`config.mk`:
```
export PLATFORM = sky130hd
export DESIGN_NAME = tcw_cfg
export DESIGN_NICKNAME = d
export VERILOG_FILES = /design/src/rtl/tcw_pkg.sv /design/src/rtl/tcw_cfg.sv
export SDC_FILE = /design/constraint.sdc
export NUM_CORES = 1
export LEC_CHECK = 0
export ABC_CLOCK_PERIOD_IN_PS = 1950
export BUFFER_PORTS_ARGS = -buffer_cell sky130_fd_sc_hd__clkbuf_2
export CORE_MARGIN = 2
export CORE_UTILIZATION = 32
export DETAILED_ROUTE_END_ITERATION = 10
export PLACE_DENSITY = 0.84
export SETUP_SLACK_MARGIN = 0.1
export SYNTH_ARGS = -nofsm -noshare
export SYNTH_HDL_FRONTEND = slang
export SYNTH_SLANG_ARGS = --single-unit
```
`constraint.sdc`:
```
create_clock -name i_clk -period 1.95 [get_ports i_clk]
set_clock_uncertainty 0.1 [all_clocks]
set_input_delay 0.195 -clock i_clk [delete_from_list [all_inputs] [get_ports i_clk]]
set_output_delay 0.195 -clock i_clk [all_outputs]
set_load 0.02 [all_outputs]
```
`src/rtl/tcw_pkg.sv`:
```
`timescale 1ns / 1ps
// ----------------------------------------------------------------------------
// tcw_pkg: shared constants for the text console writer
// Screen geometry, field widths, character codes and register map.
// ----------------------------------------------------------------------------
package tcw_pkg;

    localparam int COLUMNS    = 80;
    localparam int ROWS       = 25;
    localparam int CELL_COUNT = ROWS * COLUMNS;

    localparam int ADDR_W = $clog2(CELL_COUNT);
    localparam int COL_W  = $clog2(COLUMNS);
    localparam int ROW_W  = $clog2(ROWS);

    // Item field widths
    localparam int CODE_W  = 8;
    localparam int STYLE_W = 8;
    localparam int IDX_W   = 11;
    localparam int CELL_W  = CODE_W + STYLE_W;

    localparam logic [CELL_W-1:0]  RESET_CELL      = 16'h0F20;
    localparam logic [STYLE_W-1:0] BLANK_STYLE_RST = 8'h0F;

    localparam logic [CODE_W-1:0] CODE_NUL   = 8'h00;
    localparam logic [CODE_W-1:0] CODE_TAB   = 8'h09;
    localparam logic [CODE_W-1:0] CODE_NL    = 8'h0A;
    localparam logic [CODE_W-1:0] CODE_SPACE = 8'h20;

    localparam int TAB_SPACES = 4;
    localparam int LEFT_W     = $clog2(TAB_SPACES + 1);

    // Configuration port
    localparam int REG_COUNT       = 1;
    localparam int PADDR_W         = $clog2(4 * REG_COUNT);
    localparam int PDATA_W         = 32;
    localparam int REG_BLANK_STYLE = 0;

endpackage

```
`src/rtl/tcw_cfg.sv`:
```
`timescale 1ns / 1ps
// ----------------------------------------------------------------------------
// tcw_cfg: configuration register block
// APB-style access to the blank style register.
// ----------------------------------------------------------------------------
module tcw_cfg (
    input  logic                         i_clk,
    input  logic                         i_rst_n,
    input  logic                         psel,
    input  logic                         penable,
    input  logic                         pwrite,
    input  logic [tcw_pkg::PADDR_W-1:0]  paddr,
    input  logic [tcw_pkg::PDATA_W-1:0]  pwdata,
    output logic [tcw_pkg::PDATA_W-1:0]  prdata,
    output logic                         pready,
    output logic [tcw_pkg::STYLE_W-1:0]  o_blank_style
);

    logic [tcw_pkg::STYLE_W-1:0] r_blank_style;
    logic                        sel_blank;

    // Word index is the byte address over four
    assign sel_blank = ((paddr >> 2) == tcw_pkg::PADDR_W'(tcw_pkg::REG_BLANK_STYLE));
    assign pready    = 1'b1;

    always_ff @(posedge i_clk) begin
        if (!i_rst_n) begin
            r_blank_style <= tcw_pkg::BLANK_STYLE_RST;
        end else if (psel && penable && pwrite && pready && sel_blank) begin
            r_blank_style <= pwdata[tcw_pkg::STYLE_W-1:0];
        end
    end

    assign prdata = sel_blank ?
        {{(tcw_pkg::PDATA_W - tcw_pkg::STYLE_W){1'b0}}, r_blank_style} : '0;
    assign o_blank_style = r_blank_style;

endmodule

```
# Word-level counts from Yosys, hierarchy flattened
# Index checks and enable logic that the tools add are counted.
# classes
n_reduce_logical	2
# ops
cell	n
1-bit logical AND	2
# totals
regBits	8
in_bits	39
out_inout_bits	41
elab_cells	3

# Depth between registers and ports, before layout
# depth
depth_word	2
mapped_depth	3
ltp_nobuf	2

# Least setup slack after synthesis
# No wires, ideal clock.
# synth_timing
path_type	register -> output
start	reg r_blank_style (netlist bit o_blank_style[0])
end	out prdata[0] in the netlist's numbering
t_arrival_ns	0.616
required_time_ns	1.655
setup_slack_ns	1.039
stages_incl_launch_ff	2
path_buffers	1
path_cell_list	dfxtp_1 -> buf_4
# synth_lines
element	line_no	rtl
start, declared	tcw_cfg.sv:19	logic [tcw_pkg::STYLE_W-1:0] r_blank_style;
start signal, assigned	tcw_cfg.sv:28	r_blank_style <= tcw_pkg::BLANK_STYLE_RST;
start signal, assigned	tcw_cfg.sv:30	r_blank_style <= pwdata[tcw_pkg::STYLE_W-1:0];
end, declared	tcw_cfg.sv:14	output logic [tcw_pkg::PDATA_W-1:0] prdata,
# No word-level cell between the ends.

# Final worst setup path
# layout_timing
start	reg r_blank_style (netlist bit o_blank_style[7])
end	out o_blank_style[7] in the netlist's numbering
# layout_lines
element	line_no	rtl
end, declared	tcw_cfg.sv:16	output logic [tcw_pkg::STYLE_W-1:0] o_blank_style
# No word-level cell between the ends.

==> metrics.txt <==
CP peak stage delay=0.35 ns; Die H=46.5 µm; Worst Setup Slack post-DPL=0.842 ns; drt drc=0; Post-synth ARST share=0%; drt first-iter violations=2; DP HPWL=721 µm; final core occ=34.8%; largest fanout on the critical path=3; Yosys cell types=11; Post-Syn Instances=70; first-pass GRT wire length=1.12 mm; Post-synth top cells=33 x buf_4, 8 x dfxtp_1, 8 x nand2_1; unrepaired setup endpoints after global routing=no; share of total power in sequential cells=43.8%; Startpoint Class=flip-flop; WL/cell=7.15 µm; setup TNS=0 ns; period utilization=55.3%; WHS=0.0769 ns; CTS Root Cell=clkbuf_4; FF-to-FF Start=o_blank_style[1]$_SDFFE_PN1P_; Internal=0.265 mW; Final Power=0.401 mW; R2R Path End=o_blank_style[1]$_SDFFE_PN1P_; I/O pin count=80; Worst Setup End Kind=primary output; Worst-path clk slew=0.05 ns; cell breakdown of the critical path=clkbuf_2; DRT Pass-1 Iters=2; Final Hold Vio Count=0; crit path max-delay cell type=dfxtp_1; number of synthesized flops with an enable pin=0; Clock Power Share=30.1%; Min-Delay Endpoint=o_blank_style[6]$_SDFFE_PN0P_; post-CTS setup buffers=0; Worst-Skew Late Latency=0.24 ns; Post-synth top flop=dfxtp_1; fill cell count=187; WP buf/inv=1; Post-CTS Resized=0; register area share after synthesis=27.7%; top-area cell type share of the netlist area=42.9%; r2r setup slk=1.20 ns; area occupied by multi-input gates=225 µm²; Slew Limit Fails=0; grt ovf=0; most numerous cell in the Yosys netlist=buf_4; Max-Cap Viols=0; Tot GR Track Use=7.25%; Clock Path Buffers=2; GPL Wtd Cong=0.723; Ys Warns=0; Crit Path Category=flip-flop to primary output; initial antenna violation count=0; hold_sp=pwdata[6]; sw frac=33.9%; CTS tree=built; final setup violation count=0; Inserted Diodes=0; Die ar.=2160 µm²; Tmin final=1.08 ns; Vias=414; Inst Count DP=111; synthesis-to-finish area growth=2.81%; Leak=0.348 nW; Port Buf Inserts=28; Die X=46.5 µm; Starting Density=33.8%; sequential cell area=160 µm²; DP Area=572 µm²; Final Instance Count excl. Fillers=114; data required time at the worst endpoint=1.65 ns; VDD IR max=0.179 mV; fin worst setup slack=0.872 ns; clock tree sinks=8; Comb power frac=26.1%; final wirelength=815 µm; Pwr Density=675 nW/µm²; average cell area after synthesis=8.26 µm²; top cells by area, synth=buf_4 43%, dfxtp_1 28%, mux2i_1 6.9%; status=complete, no violations; CORE AREA=1710 µm²; CP arrival=0.78 ns; R2R depth=2; cell family with most CP delay=flip-flops; row count=15; H-tree levels=1; HP Class=primary input to flip-flop; total CTS buffers=3; Synth Register Bits=8; max frequency=928 MHz; vias in the first global route=288; largest net degree at the start of global routing=13; Net count, final=130; vias per cell=3.63; share of layout cells above drive strength 1=34.8%; Cells on Worst Hold Path=3; Yosys top cell by area=buf_4; Largest register FFs=8; design area=594 µm²; cts-stage hold buffer count=0; Syn Std Cell Area=578 µm²; Sw Pwr=0.136 mW; Routed Antenna Nets=0
-- layout by cell type (no fill, tap or decap) --
| cell | instances |
|---|---|
| and3_1 | 1 |
| clkbuf_2 | 28 |
| clkbuf_4 | 3 |
| conb_1 | 25 |
| dfxtp_1 | 8 |
| inv_1 | 4 |
| mux2i_1 | 4 |
| nand2_1 | 8 |
| nand4_1 | 4 |
| o211ai_1 | 4 |
-- worst max-delay path by stage --
stage | end | from | cells past startpoint | slack (ns)
after floorplan | prdata[0] | o_blank_style[0]$_SDFFE_PN1P_ | 1 | 1.04
after global placement | o_blank_style[4]$_SDFFE_PN0P_ | pwrite | 3 | 0.86
after detailed placement | o_blank_style[7]$_SDFFE_PN0P_ | psel | 3 | 0.84
after CTS | o_blank_style[7] | o_blank_style[7]$_SDFFE_PN0P_ | 1 | 0.86
after global routing | prdata[1] | o_blank_style[1]$_SDFFE_PN1P_ | 1 | 0.83
final | o_blank_style[7] | o_blank_style[7]$_SDFFE_PN0P_ | 1 | 0.87
-- worst register-to-register path, stage by stage, from the launching register on --
cell      delay [ns]
dfxtp_1         0.35
inv_1           0.05
o211ai_1        0.17
-- cell type report --
type | instances | share of cell area [%]
Clock buffer | 3 | 3.79
Inverter | 4 | 2.53
Multi-Input combinational cell | 46 | 37.9
Sequential cell | 8 | 26.9
Tap cell | 25 | 5.26
Timing Repair Buffer | 28 | 23.6
-- cell families (layout without fill, tap and decap cells) --
group / count (synthesis) / in the layout / synth area share, %
AOI/OAI and AO/OA: 4 / 4 / 5.20
buffers and inverters: 39 / 35 / 48.3
DFF: 8 / 8 / 27.7
muxes: 4 / 4 / 6.93
other: 2 / 25 / 1.30
and+or+nand+nor: 13 / 13 / 10.6
-- power by group through the flow --
stage	registers [mW]	logic [mW]	clock network (mW)
CTS	0.176	0.104	0.124
detailed placement	0.179	0.104	0
global route	0.177	0.114	0.136
finish	0.176	0.105	0.121
floorplan	0.188	0.116	0
global placement	0.179	0.103	0
-- routing by layer --
layer / GRT usage (%) / wire (µm) / vias up
li1: - / - / 205
met1: 7.21 / 310 / 177
met2: 13.3 / 395 / 32
met3: 1.18 / 109 / 0
met4: 5.14 / 0 / 0
met5: 0 / 0 / -
(Power assumes the default switching activity.)
