==> config.mk <==
export PLATFORM = sky130hd
export DESIGN_NAME = tcw_seq_flat
export DESIGN_NICKNAME = d
export VERILOG_FILES = /design/src/rtl/tcw_pkg.sv /design/src/rtl/tcw_if.sv /design/src/rtl/tcw_seq.sv /design/src/flat_wrapper.sv
export SDC_FILE = /design/constraint.sdc
export NUM_CORES = 1
export LEC_CHECK = 0
export ABC_AREA = 1
export BUFFER_PORTS_ARGS = -buffer_cell sky130_fd_sc_hd__buf_2
export CORE_MARGIN = 2
export CORE_UTILIZATION = 40
export DETAILED_ROUTE_END_ITERATION = 10
export GPL_ROUTABILITY_DRIVEN = 1
export PLACE_DENSITY = 0.64
export REMOVE_ABC_BUFFERS = 1
export SETUP_SLACK_MARGIN = 0.15
export SKIP_LAST_GASP = 1
export SLEW_MARGIN = 30
export SYNTH_ARGS = -nofsm -noshare
export SYNTH_HDL_FRONTEND = slang
export SYNTH_SLANG_ARGS = --single-unit
==> constraint.sdc <==
create_clock -name i_clk -period 5.25 [get_ports i_clk]
set_input_delay 0.2625 -clock i_clk [delete_from_list [all_inputs] [get_ports i_clk]]
set_output_delay 0.2625 -clock i_clk [all_outputs]
set_load 0.03 [all_outputs]
==> src/rtl/tcw_pkg.sv <==
`timescale 1ns / 1ps
// ----------------------------------------------------------------------------
// tcw_pkg: shared constants for the text console writer
// Screen geometry, field widths, character codes and register map.
// ----------------------------------------------------------------------------
package tcw_pkg;

    localparam int COLUMNS    = 80;
    localparam int ROWS       = 25;
    localparam int CELL_COUNT = ROWS * COLUMNS;

    localparam int ADDR_W = $clog2(CELL_COUNT);
    localparam int COL_W  = $clog2(COLUMNS);
    localparam int ROW_W  = $clog2(ROWS);

    // Item field widths
    localparam int CODE_W  = 8;
    localparam int STYLE_W = 8;
    localparam int IDX_W   = 11;
    localparam int CELL_W  = CODE_W + STYLE_W;

    localparam logic [CELL_W-1:0]  RESET_CELL      = 16'h0F20;
    localparam logic [STYLE_W-1:0] BLANK_STYLE_RST = 8'h0F;

    localparam logic [CODE_W-1:0] CODE_NUL   = 8'h00;
    localparam logic [CODE_W-1:0] CODE_TAB   = 8'h09;
    localparam logic [CODE_W-1:0] CODE_NL    = 8'h0A;
    localparam logic [CODE_W-1:0] CODE_SPACE = 8'h20;

    localparam int TAB_SPACES = 4;
    localparam int LEFT_W     = $clog2(TAB_SPACES + 1);

    // Configuration port
    localparam int REG_COUNT       = 1;
    localparam int PADDR_W         = $clog2(4 * REG_COUNT);
    localparam int PDATA_W         = 32;
    localparam int REG_BLANK_STYLE = 0;

endpackage

==> src/rtl/tcw_if.sv <==
`timescale 1ns / 1ps
// ----------------------------------------------------------------------------
// tcw_in_if / tcw_out_if: item channels of the text console writer
// Valid/ready handshake with the input and result payload fields.
// ----------------------------------------------------------------------------
interface tcw_in_if;
    logic                         valid;
    logic                         ready;
    logic                         mode;
    logic [tcw_pkg::CODE_W-1:0]   char_code;
    logic [tcw_pkg::STYLE_W-1:0]  cell_style;
    logic [tcw_pkg::IDX_W-1:0]    read_index;

    modport source (output valid, mode, char_code, cell_style, read_index, input ready);
    modport sink   (input valid, mode, char_code, cell_style, read_index, output ready);
endinterface

interface tcw_out_if;
    logic                         valid;
    logic                         ready;
    logic [tcw_pkg::IDX_W-1:0]    cursor_position;
    logic [tcw_pkg::CELL_W-1:0]   cell_value;

    modport source (output valid, cursor_position, cell_value, input ready);
    modport sink   (input valid, cursor_position, cell_value, output ready);
endinterface

==> src/rtl/tcw_seq.sv <==
`timescale 1ns / 1ps
// ----------------------------------------------------------------------------
// tcw_seq: console sequencer
// Cursor tracking and a cell-at-a-time walk over the screen RAM for clear,
// character store, scroll copy and bottom-row blanking.
// ----------------------------------------------------------------------------
module tcw_seq (
    input  logic                         i_clk,
    input  logic                         i_rst_n,
    tcw_in_if.sink                       i_in,
    tcw_out_if.source                    o_out,
    input  logic [tcw_pkg::STYLE_W-1:0]  i_blank_style,
    output logic                         o_ram_we,
    output logic [tcw_pkg::ADDR_W-1:0]   o_ram_waddr,
    output logic [tcw_pkg::CELL_W-1:0]   o_ram_wdata,
    output logic [tcw_pkg::ADDR_W-1:0]   o_ram_raddr,
    input  logic [tcw_pkg::CELL_W-1:0]   i_ram_rdata
);

    localparam logic [2:0] S_CLEAR   = 3'd0;
    localparam logic [2:0] S_IDLE    = 3'd1;
    localparam logic [2:0] S_READ    = 3'd2;
    localparam logic [2:0] S_PUT     = 3'd3;
    localparam logic [2:0] S_NEWLINE = 3'd4;
    localparam logic [2:0] S_SCROLL  = 3'd5;
    localparam logic [2:0] S_BLANK   = 3'd6;
    localparam logic [2:0] S_DONE    = 3'd7;

    localparam int AW = tcw_pkg::ADDR_W;
    localparam logic [AW-1:0] A_COLS      = AW'(tcw_pkg::COLUMNS);
    localparam logic [AW-1:0] A_LAST      = AW'(tcw_pkg::CELL_COUNT - 1);
    localparam logic [AW-1:0] A_LAST_COPY = AW'((tcw_pkg::ROWS - 1) * tcw_pkg::COLUMNS - 1);
    localparam logic [AW-1:0] A_BOTTOM    = AW'((tcw_pkg::ROWS - 1) * tcw_pkg::COLUMNS);

    logic [2:0]                      r_state, n_state;
    logic [AW-1:0]                   r_addr, n_addr;
    logic [AW-1:0]                   r_wr_addr, n_wr_addr;
    logic                            r_wr_pend, n_wr_pend;
    logic [tcw_pkg::ROW_W-1:0]       r_row, n_row;
    logic [tcw_pkg::COL_W-1:0]       r_col, n_col;
    logic [AW-1:0]                   r_base, n_base;
    logic [tcw_pkg::LEFT_W-1:0]      r_left, n_left;
    logic [tcw_pkg::CODE_W-1:0]      r_code, n_code;
    logic [tcw_pkg::STYLE_W-1:0]     r_style, n_style;
    logic                            r_in_range, n_in_range;
    logic [tcw_pkg::CELL_W-1:0]      r_val, n_val;
    logic                            r_out_valid, n_out_valid;
    logic [tcw_pkg::IDX_W-1:0]       r_out_pos, n_out_pos;
    logic [tcw_pkg::CELL_W-1:0]      r_out_val, n_out_val;
    logic [AW-1:0]                   pos;

    assign pos = r_base + AW'(r_col);

    always_comb begin
        n_state     = r_state;
        n_addr      = r_addr;
        n_wr_addr   = r_wr_addr;
        n_wr_pend   = r_wr_pend;
        n_row       = r_row;
        n_col       = r_col;
        n_base      = r_base;
        n_left      = r_left;
        n_code      = r_code;
        n_style     = r_style;
        n_in_range  = r_in_range;
        n_val       = r_val;
        n_out_valid = r_out_valid && !o_out.ready;
        n_out_pos   = r_out_pos;
        n_out_val   = r_out_val;
        o_ram_we    = 1'b0;
        o_ram_waddr = r_addr;
        o_ram_wdata = tcw_pkg::RESET_CELL;
        o_ram_raddr = r_addr + A_COLS;

        case (r_state)
            S_CLEAR: begin
                o_ram_we = 1'b1;
                if (r_addr == A_LAST) begin
                    n_addr  = '0;
                    n_state = S_IDLE;
                end else begin
                    n_addr = r_addr + AW'(1);
                end
            end
            S_IDLE: begin
                o_ram_raddr = AW'(i_in.read_index);
                if (i_in.valid) begin
                    n_code     = i_in.char_code;
                    n_style    = i_in.cell_style;
                    n_in_range = (i_in.read_index < tcw_pkg::IDX_W'(tcw_pkg::CELL_COUNT));
                    n_val      = '0;
                    if (i_in.mode) begin
                        n_state = S_READ;
                    end else begin
                        case (i_in.char_code)
                            tcw_pkg::CODE_NUL: begin
                                n_state = S_DONE;
                            end
                            tcw_pkg::CODE_NL: begin
                                n_left  = '0;
                                n_state = S_NEWLINE;
                            end
                            tcw_pkg::CODE_TAB: begin
                                n_code  = tcw_pkg::CODE_SPACE;
                                n_left  = tcw_pkg::LEFT_W'(tcw_pkg::TAB_SPACES);
                                n_state = S_PUT;
                            end
                            default: begin
                                n_left  = tcw_pkg::LEFT_W'(1);
                                n_state = S_PUT;
                            end
                        endcase
                    end
                end
            end
            S_READ: begin
                n_val   = r_in_range ? i_ram_rdata : '0;
                n_state = S_DONE;
            end
            S_PUT: begin
                o_ram_we    = 1'b1;
                o_ram_waddr = pos;
                o_ram_wdata = {r_style, r_code};
                n_left      = r_left - tcw_pkg::LEFT_W'(1);
                if (r_col == tcw_pkg::COL_W'(tcw_pkg::COLUMNS - 1)) begin
                    n_state = S_NEWLINE;
                end else begin
                    n_col   = r_col + tcw_pkg::COL_W'(1);
                    n_state = (r_left == tcw_pkg::LEFT_W'(1)) ? S_DONE : S_PUT;
                end
            end
            S_NEWLINE: begin
                if (r_row == tcw_pkg::ROW_W'(tcw_pkg::ROWS - 1)) begin
                    n_addr    = A_COLS;
                    n_wr_pend = 1'b0;
                    n_state   = S_SCROLL;
                end else begin
                    n_row   = r_row + tcw_pkg::ROW_W'(1);
                    n_base  = r_base + A_COLS;
                    n_col   = '0;
                    n_state = (r_left != '0) ? S_PUT : S_DONE;
                end
            end
            S_SCROLL: begin
                // Read one row below, write it back in the following cycle
                n_wr_addr = r_addr;
                n_wr_pend = 1'b1;
                if (r_wr_pend) begin
                    o_ram_we    = 1'b1;
                    o_ram_waddr = r_wr_addr;
                    o_ram_wdata = i_ram_rdata;
                end
                if (r_addr == A_LAST_COPY) begin
                    n_addr  = A_BOTTOM;
                    n_state = S_BLANK;
                end else begin
                    n_addr = r_addr + AW'(1);
                end
            end
            S_BLANK: begin
                o_ram_we = 1'b1;
                if (r_wr_pend) begin
                    // Drain the last copied cell first
                    o_ram_waddr = r_wr_addr;
                    o_ram_wdata = i_ram_rdata;
                    n_wr_pend   = 1'b0;
                end else begin
                    o_ram_wdata = {i_blank_style, tcw_pkg::CODE_SPACE};
                    if (r_addr == A_LAST) begin
                        n_col   = '0;
                        n_state = (r_left != '0) ? S_PUT : S_DONE;
                    end else begin
                        n_addr = r_addr + AW'(1);
                    end
                end
            end
            S_DONE: begin
                if (!r_out_valid || o_out.ready) begin
                    n_out_valid = 1'b1;
                    n_out_pos   = tcw_pkg::IDX_W'(pos);
                    n_out_val   = r_val;
                    n_state     = S_IDLE;
                end
            end
            default: begin
                n_state = S_IDLE;
            end
        endcase
    end

    always_ff @(posedge i_clk) begin
        if (!i_rst_n) begin
            r_state     <= S_CLEAR;
            r_addr      <= '0;
            r_wr_pend   <= 1'b0;
            r_row       <= '0;
            r_col       <= '0;
            r_base      <= '0;
            r_left      <= '0;
            r_out_valid <= 1'b0;
        end else begin
            r_state     <= n_state;
            r_addr      <= n_addr;
            r_wr_pend   <= n_wr_pend;
            r_row       <= n_row;
            r_col       <= n_col;
            r_base      <= n_base;
            r_left      <= n_left;
            r_out_valid <= n_out_valid;
        end
    end

    always_ff @(posedge i_clk) begin
        r_wr_addr  <= n_wr_addr;
        r_code     <= n_code;
        r_style    <= n_style;
        r_in_range <= n_in_range;
        r_val      <= n_val;
        r_out_pos  <= n_out_pos;
        r_out_val  <= n_out_val;
    end

    assign i_in.ready            = (r_state == S_IDLE);
    assign o_out.valid           = r_out_valid;
    assign o_out.cursor_position = r_out_pos;
    assign o_out.cell_value      = r_out_val;

endmodule

==> src/flat_wrapper.sv <==
// flat-port wrapper written by rule: the top's interface ports become plain ports
module tcw_seq_flat 
  (i_clk, i_rst_n, i_blank_style, o_ram_we, o_ram_waddr, o_ram_wdata, o_ram_raddr, i_ram_rdata, i_in_valid, i_in_mode, i_in_char_code, i_in_cell_style, i_in_read_index, i_in_ready, o_out_valid, o_out_cursor_position, o_out_cell_value, o_out_ready);
  tcw_in_if i_in_i ();
  tcw_out_if o_out_i ();
  input  logic i_clk;
  input  logic i_rst_n;
  input  logic [tcw_pkg::STYLE_W-1:0] i_blank_style;
  output logic o_ram_we;
  output logic [tcw_pkg::ADDR_W-1:0] o_ram_waddr;
  output logic [tcw_pkg::CELL_W-1:0] o_ram_wdata;
  output logic [tcw_pkg::ADDR_W-1:0] o_ram_raddr;
  input  logic [tcw_pkg::CELL_W-1:0] i_ram_rdata;
  input wire logic [$bits(i_in_i.valid)-1:0] i_in_valid;
  input wire logic [$bits(i_in_i.mode)-1:0] i_in_mode;
  input wire logic [$bits(i_in_i.char_code)-1:0] i_in_char_code;
  input wire logic [$bits(i_in_i.cell_style)-1:0] i_in_cell_style;
  input wire logic [$bits(i_in_i.read_index)-1:0] i_in_read_index;
  output wire logic [$bits(i_in_i.ready)-1:0] i_in_ready;
  output wire logic [$bits(o_out_i.valid)-1:0] o_out_valid;
  output wire logic [$bits(o_out_i.cursor_position)-1:0] o_out_cursor_position;
  output wire logic [$bits(o_out_i.cell_value)-1:0] o_out_cell_value;
  input wire logic [$bits(o_out_i.ready)-1:0] o_out_ready;
  assign i_in_i.valid = i_in_valid;
  assign i_in_i.mode = i_in_mode;
  assign i_in_i.char_code = i_in_char_code;
  assign i_in_i.cell_style = i_in_cell_style;
  assign i_in_i.read_index = i_in_read_index;
  assign i_in_ready = i_in_i.ready;
  assign o_out_valid = o_out_i.valid;
  assign o_out_cursor_position = o_out_i.cursor_position;
  assign o_out_cell_value = o_out_i.cell_value;
  assign o_out_i.ready = o_out_ready;
  tcw_seq u_core (.i_clk(i_clk), .i_rst_n(i_rst_n), .i_in(i_in_i), .o_out(o_out_i), .i_blank_style(i_blank_style), .o_ram_we(o_ram_we), .o_ram_waddr(o_ram_waddr), .o_ram_wdata(o_ram_wdata), .o_ram_raddr(o_ram_raddr), .i_ram_rdata(i_ram_rdata));
endmodule
# Yosys cells after proc, flatten, opt, wreduce, memory -nomap -nowiden
# Cells that the tools add are included.
# totals
ff_bits	113
elab_cells	118
output_inout_bits	68
inputBits	56
# op_classes
mux	45
n_reduce_logical	23
n_bitwise	1
magnitude_cmp	1
n_eq_ne	26
addsub	7
# ops
operator	n
$mux W11	7
$mux W16	4
$pmux W16 S3	1
$pmux W11 S4	1
$mux W3	13
$pmux W16 S2	1
$mux W7	4
$pmux W3 S8	1
$add A11 B7 Y11 const B	2
$eq A11 B11 Y1 const B	2
$pmux W11 S2	1
$pmux W7 S3	1
$eq A8 B4 Y1 const B	2
$mux W8	2
$ne A2 B2 Y1 const B	7
$eq A3 B3 Y1 const B	4
$pmux W3 S2	2
$add A11 B1 Y11 const B	1
$add A11 B7 Y11	1
$lt A11 B11 Y1 const B	1
$ne A2 B1 Y1 const B	5
$reduce_and A2 Y1	5
$pmux W3 S3	1
$reduce_bool A3 Y1	3
other kinds (23)	31

# Depth between registers and ports, before layout
# depth
word_depth	5
mapped_depth	12
ltp_nobuf	12

# Least setup slack after synthesis
# OpenSTA, ideal clock, no wires.
# synth_path
path_kind	flip-flop to flip-flop
start	register u_core.r_state[0]
end	register u_core.r_val[0] in the netlist's numbering (enable)
n_path_buf	0
path_stages_with_launch	5
setup_slack_ps	2801
synth_period_minus_slack_ps	2449
t_arrival_ps	2038
setup_time_ps	411
required_ps	4839
path_cell_list	dfxtp_1 inv_2 nor2_1 nand2_1 o21ai_0
# synth_between
elab_chain_cells	3
elab_cells_between_ends	5
cone_classes	eq/ne: 3; reduce/logical: 2
# synth_lines
item	line_no	text
from (decl)	tcw_seq.sv:35	logic [2:0] r_state, n_state;
from (signal assigned)	tcw_seq.sv:202	r_state <= n_state;
$eq A3 B1 Y1 / $eq A3 B2 Y1 (equally long branches)	tcw_seq.sv:75	case (r_state)
$ne A2 B2 Y1 (no source line) / $reduce_bool A2 Y1 (equally long branches)	--	
$reduce_and A2 Y1 (no source line) *	--	
to (signal assigned)	tcw_seq.sv:218	r_val <= n_val;
to (decl)	tcw_seq.sv:46	logic [tcw_pkg::CELL_W-1:0] r_val, n_val;
# Mark *: on every way between the ends. The rest lies on a longest branch, timed or not.
# A chain may end at the register's enable or synchronous reset.

# Worst setup path after layout
# layout_path
start	register u_core.r_state[2]
end	output o_ram_wdata[11] in the netlist's numbering
# layout_between
elab_chain_cells	2
elab_cells_between_ends	4
cone_classes	eq/ne: 3; mux: 1
# layout_lines
item	line_no	text
$eq A3 B3 Y1 / $eq A3 B2 Y1 (equally long branches)	tcw_seq.sv:75	
$pmux W16 S3 *	tcw_seq.sv:75	
to (decl)	flat_wrapper.sv:11	output logic [tcw_pkg::CELL_W-1:0] o_ram_wdata;
# Marked as above.

==> out/results.txt <==
The flow ran to the end, and the final reports show no timing, DRC or antenna violations. The required time at the endpoint of the critical path is 4.99 ns, and the leakage power summed over all cells is 2.858 nW. The worst reg-to-reg path cell count came out at 8. Of the total synthesized cell area, the portion taken by XOR and XNOR cells is 1.875%. The path class of the tightest hold or removal check is input pin to flop. The flip-flop and latch count after synthesis came out at 109. The startpoint identified for the worst register-to-register timing path is u_core.r_state[2]$_SDFFE_PN0P_. The total negative setup slack is 0 ns, and the synthesized-area fraction occupied by adder cells is 3.615%.

By area, the combinational part of the netlist is dominated by simple AND/OR/NAND/NOR gates. The achievable clock frequency came out at 307.1 MHz. For this run, the register share of the synthesized area comes to 51.60%. For this run, design rule violations remaining after detail routing come to 0.

Clock tree synthesis selected as its root buffer the cell sky130_fd_sc_hd__clkbuf_16. The number of routed nets with antenna violations came out at 0. Power spread over the standard cell area amounts to 358.4 nW/µm². The sort of element at the start of the critical path was a flop. The number of max-slew violations in the final report was 0.

In the layout the commonest cells are 142 x sky130_fd_sc_hd__nand2_1, 123 x sky130_fd_sc_hd__buf_2, 79 x sky130_fd_sc_hd__inv_1. The tools report the number of max-capacitance violations reported as 0. The worst hold path terminates at u_core.r_style[2]$_DFFE_PP_. The height of the die came out at 122.4 µm.

The clock period could shrink to 3.256 ns. The average size of a mapped cell works out to 8.456 µm². In this run the register-to-register setup slack is 2.94 ns. The vias after detailed routing was 4952; the clock latency on the worst-skew pair was 0.34 ns. After detailed routing, the total wire length is 14620 µm.

From left edge to right edge, the die measures 122.4 µm. Of all nets on the critical path, the largest fanout is 15. Entering global routing, the biggest net connects 29 pins. The number of I/O port buffers came out at 123. The tree built by TritonCTS fans out to 109 sinks.

Yosys printed 0 warnings. The logs give 0 for the final-report hold violation count and 0 for the number of gates resized after CTS. Counting flops with a built-in enable in the synthesized netlist gives 71. The number of primary I/O pins was 124. The area growth from synthesis to final layout came out at 18.61%. After the first detailed-routing iteration, the DRC count stood at 442. In the synthesized netlist the dominant register cell turns out to be sky130_fd_sc_hd__edfxtp_1. The longest clock path from root to sink contains 2 buffers. The number of instances in the synthesized netlist is 663, and the initial antenna violation count is 0.

TritonCTS created 9 clock buffers. For this run, the total global-route usage over all layers was measured as 19.52%. For this configuration, the core starts out at a cell density of 40.71%. The synthesized netlist devotes 12.50% of its cell area to compound gates. The number of iterations in the first detailed-routing pass is 5, and the mean routed wirelength per cell is 15.16 µm. The number of placement rows came out at 43. The count of hold buffers inserted by post-cts repair came out at 0. Final hold analysis gives a worst-case slack of 0.08575 ns.

Of the available clock period, the critical path in the final layout requires 62.02%. The run gives 0.9219 as the routability-driven placement congestion ratio. TritonCTS built the clock tree. Setup repair after global routing left no endpoint under its margin. The number of global-route vias before repair is 4612. The total grt overflow came out at 0. The worst-case IR drop observed on VDD is 0.2261 mV. For the final database, setup skew stands at 0.007695 ns. The worst register-to-register path ends at u_core.r_addr[3]$_SDFFE_PN0P_. Summing every instance area after synthesis gives 5607 µm². After clock tree synthesis, the setup repair step added 0 buffers. The number of H-tree levels is 3. Setup violations remaining at the end of the flow were counted as 0. Worst hold path cell count: 1. Measured against its own limit, the worst slew margin works out to 46.23%.

Clock-pin slew was measured on the worst setup and hold paths at 0.08 ns. In the final layout, the share of cells above drive strength 1 is 21.30%. The number of inserted diodes was 0; the multiplexer fraction of the synthesized cell area was 0%.

The kind of end point of the critical path is a primary output. The async set or reset register ratio after synthesis came out at 0%. For the final-stage net count, the log shows 850. The startpoint of the worst hold path was i_in_cell_style[2].

The run gives 13770 µm² as the area inside the core boundary. The worst setup path category is flop to primary output. Leaving out fill and tap cells, the most frequent cell in the layout is sky130_fd_sc_hd__nand2_1. The wire-length estimate of the detail-placed layout is 11280 µm. The floorplan step defined a die boundary enclosing 14980 µm². The slew at the pin closest to its max-slew limit is 0.8035 ns. For the wire length of the first global-routing pass, the log shows 22640 µm. The via density per instance is 5.137, and the share of synthesized cell area in and, or, nand and nor gates is 22.81%. At the worst endpoint, the arrival time is 2.99 ns. The tools report the count of cell types in the netlist as 42.
==> critical path, stage by stage (launching register included) <==
cell                       delay, ns
sky130_fd_sc_hd__dfxtp_1        0.59
sky130_fd_sc_hd__nand2_1        0.19
sky130_fd_sc_hd__inv_1          0.13
sky130_fd_sc_hd__nand2_1        0.09
sky130_fd_sc_hd__nor2_1         0.62
sky130_fd_sc_hd__inv_1          0.44
sky130_fd_sc_hd__o211ai_1       0.34
sky130_fd_sc_hd__buf_2          0.25
==> metal layers <==
metal / track usage (%) / share of wire [%]
met1: 25.12 / 44
met2: 33.68 / 49
met3: 2.463 / 4.9
met4: 7.112 / 2.2
met5: 0 / 0
==> kinds of logic (layout without fill, tap and decap cells) <==
family,count (synthesis),after routing
flip-flops,109,109
AND/OR/NAND/NOR,297,297
buffers and inverters,107,228
XOR/XNOR,12,12
AO/OA/AOI/OAI,123,123
adder cells (fa/ha/maj),15,15
==> metrics by stage <==
| step | util (%) | std cells | instance area (µm²) | worst slack (ns) | total power, mW |
|---|---|---|---|---|---|
| finish | 48.28 | 964 | 6650 | 1.994 | 2.384 |
| global route | 48.28 | 964 | 6650 | 1.775 | 2.501 |
| CTS | 48.28 | 964 | 6650 | 1.974 | 2.398 |
| detailed placement | 46.28 | 948 | 6375 | 2.355 | 1.762 |
| global placement | 46.28 | 948 | 6375 | 2.461 | 1.750 |
| floorplan | - | 641 | 5499 | 2.224 | 1.539 |
==> where the power goes <==
part	internal (mW)	switching, mW	leakage, nW
logic	0.203	0.478	1.77
clock network	0.327	0.310	0.130
registers	0.995	0.0709	0.960
==> worst max-delay path by stage <==
| stage | startpoint | cells past startpoint | slack [ns] | to |
|---|---|---|---|---|
| floorplan | u_core.r_state[1]$_SDFFE_PN0P_ | 7 | 2.22 | o_ram_waddr[0] |
| global placement | u_core.r_state[2]$_SDFFE_PN0P_ | 7 | 2.46 | o_ram_wdata[11] |
| detailed placement | u_core.r_state[2]$_SDFFE_PN0P_ | 7 | 2.36 | o_ram_wdata[11] |
| CTS | u_core.r_state[2]$_SDFFE_PN0P_ | 7 | 1.97 | o_ram_wdata[11] |
| global route | u_core.r_state[2]$_SDFFE_PN0P_ | 7 | 1.78 | o_ram_wdata[11] |
| finish | u_core.r_state[2]$_SDFFE_PN0P_ | 7 | 1.99 | o_ram_wdata[11] |
==> final cells by class <==
cell class | instances | area [µm²]
repair buffers | 127 | 645.6
clock buffers | 10 | 229.0
fillers | 1363 | 7123
inverters | 85 | 319.1
clock inverters | 6 | 46.29
well taps | 180 | 225.2
flip-flops and latches | 109 | 2893
multi-input cells | 447 | 2292
==> registers in the layout, indices dropped and copies added, names as in the netlist <==
signal and count:
u_core.r_base 7, u_core.r_style 8, u_core.o_out.cell_value 16, u_core.r_col 7, u_core.r_wr_pend 1, u_core.o_out.cursor_position 11
u_core.r_wr_addr 11, u_core.r_code 8, u_core.r_addr 11, u_core.r_row 5, u_core.r_left 3, u_core.r_val 16
u_core.r_in_range 1, u_core.r_state 3, u_core.o_out.valid 1
==> cell usage after synthesis, drive strengths merged (3+ instances only) <==
cell type    n  area share, %
nand3       48            4.6
nand2      146             10
nor3         6           0.54
nand4        7           0.78
o221ai       3           0.47
ha          13            2.9
a21oi       43            3.8
o211ai      18            2.4
and2         3           0.36
o21ai       49            4.4
dfxtp       38             14
xor2        11            1.7
nor2        83            6.0
inv         84            5.6
edfxtp      71             38
clkbuf      15            1.0
buf          7           0.89
No activity file was read; power rests on OpenSTA's default activity.
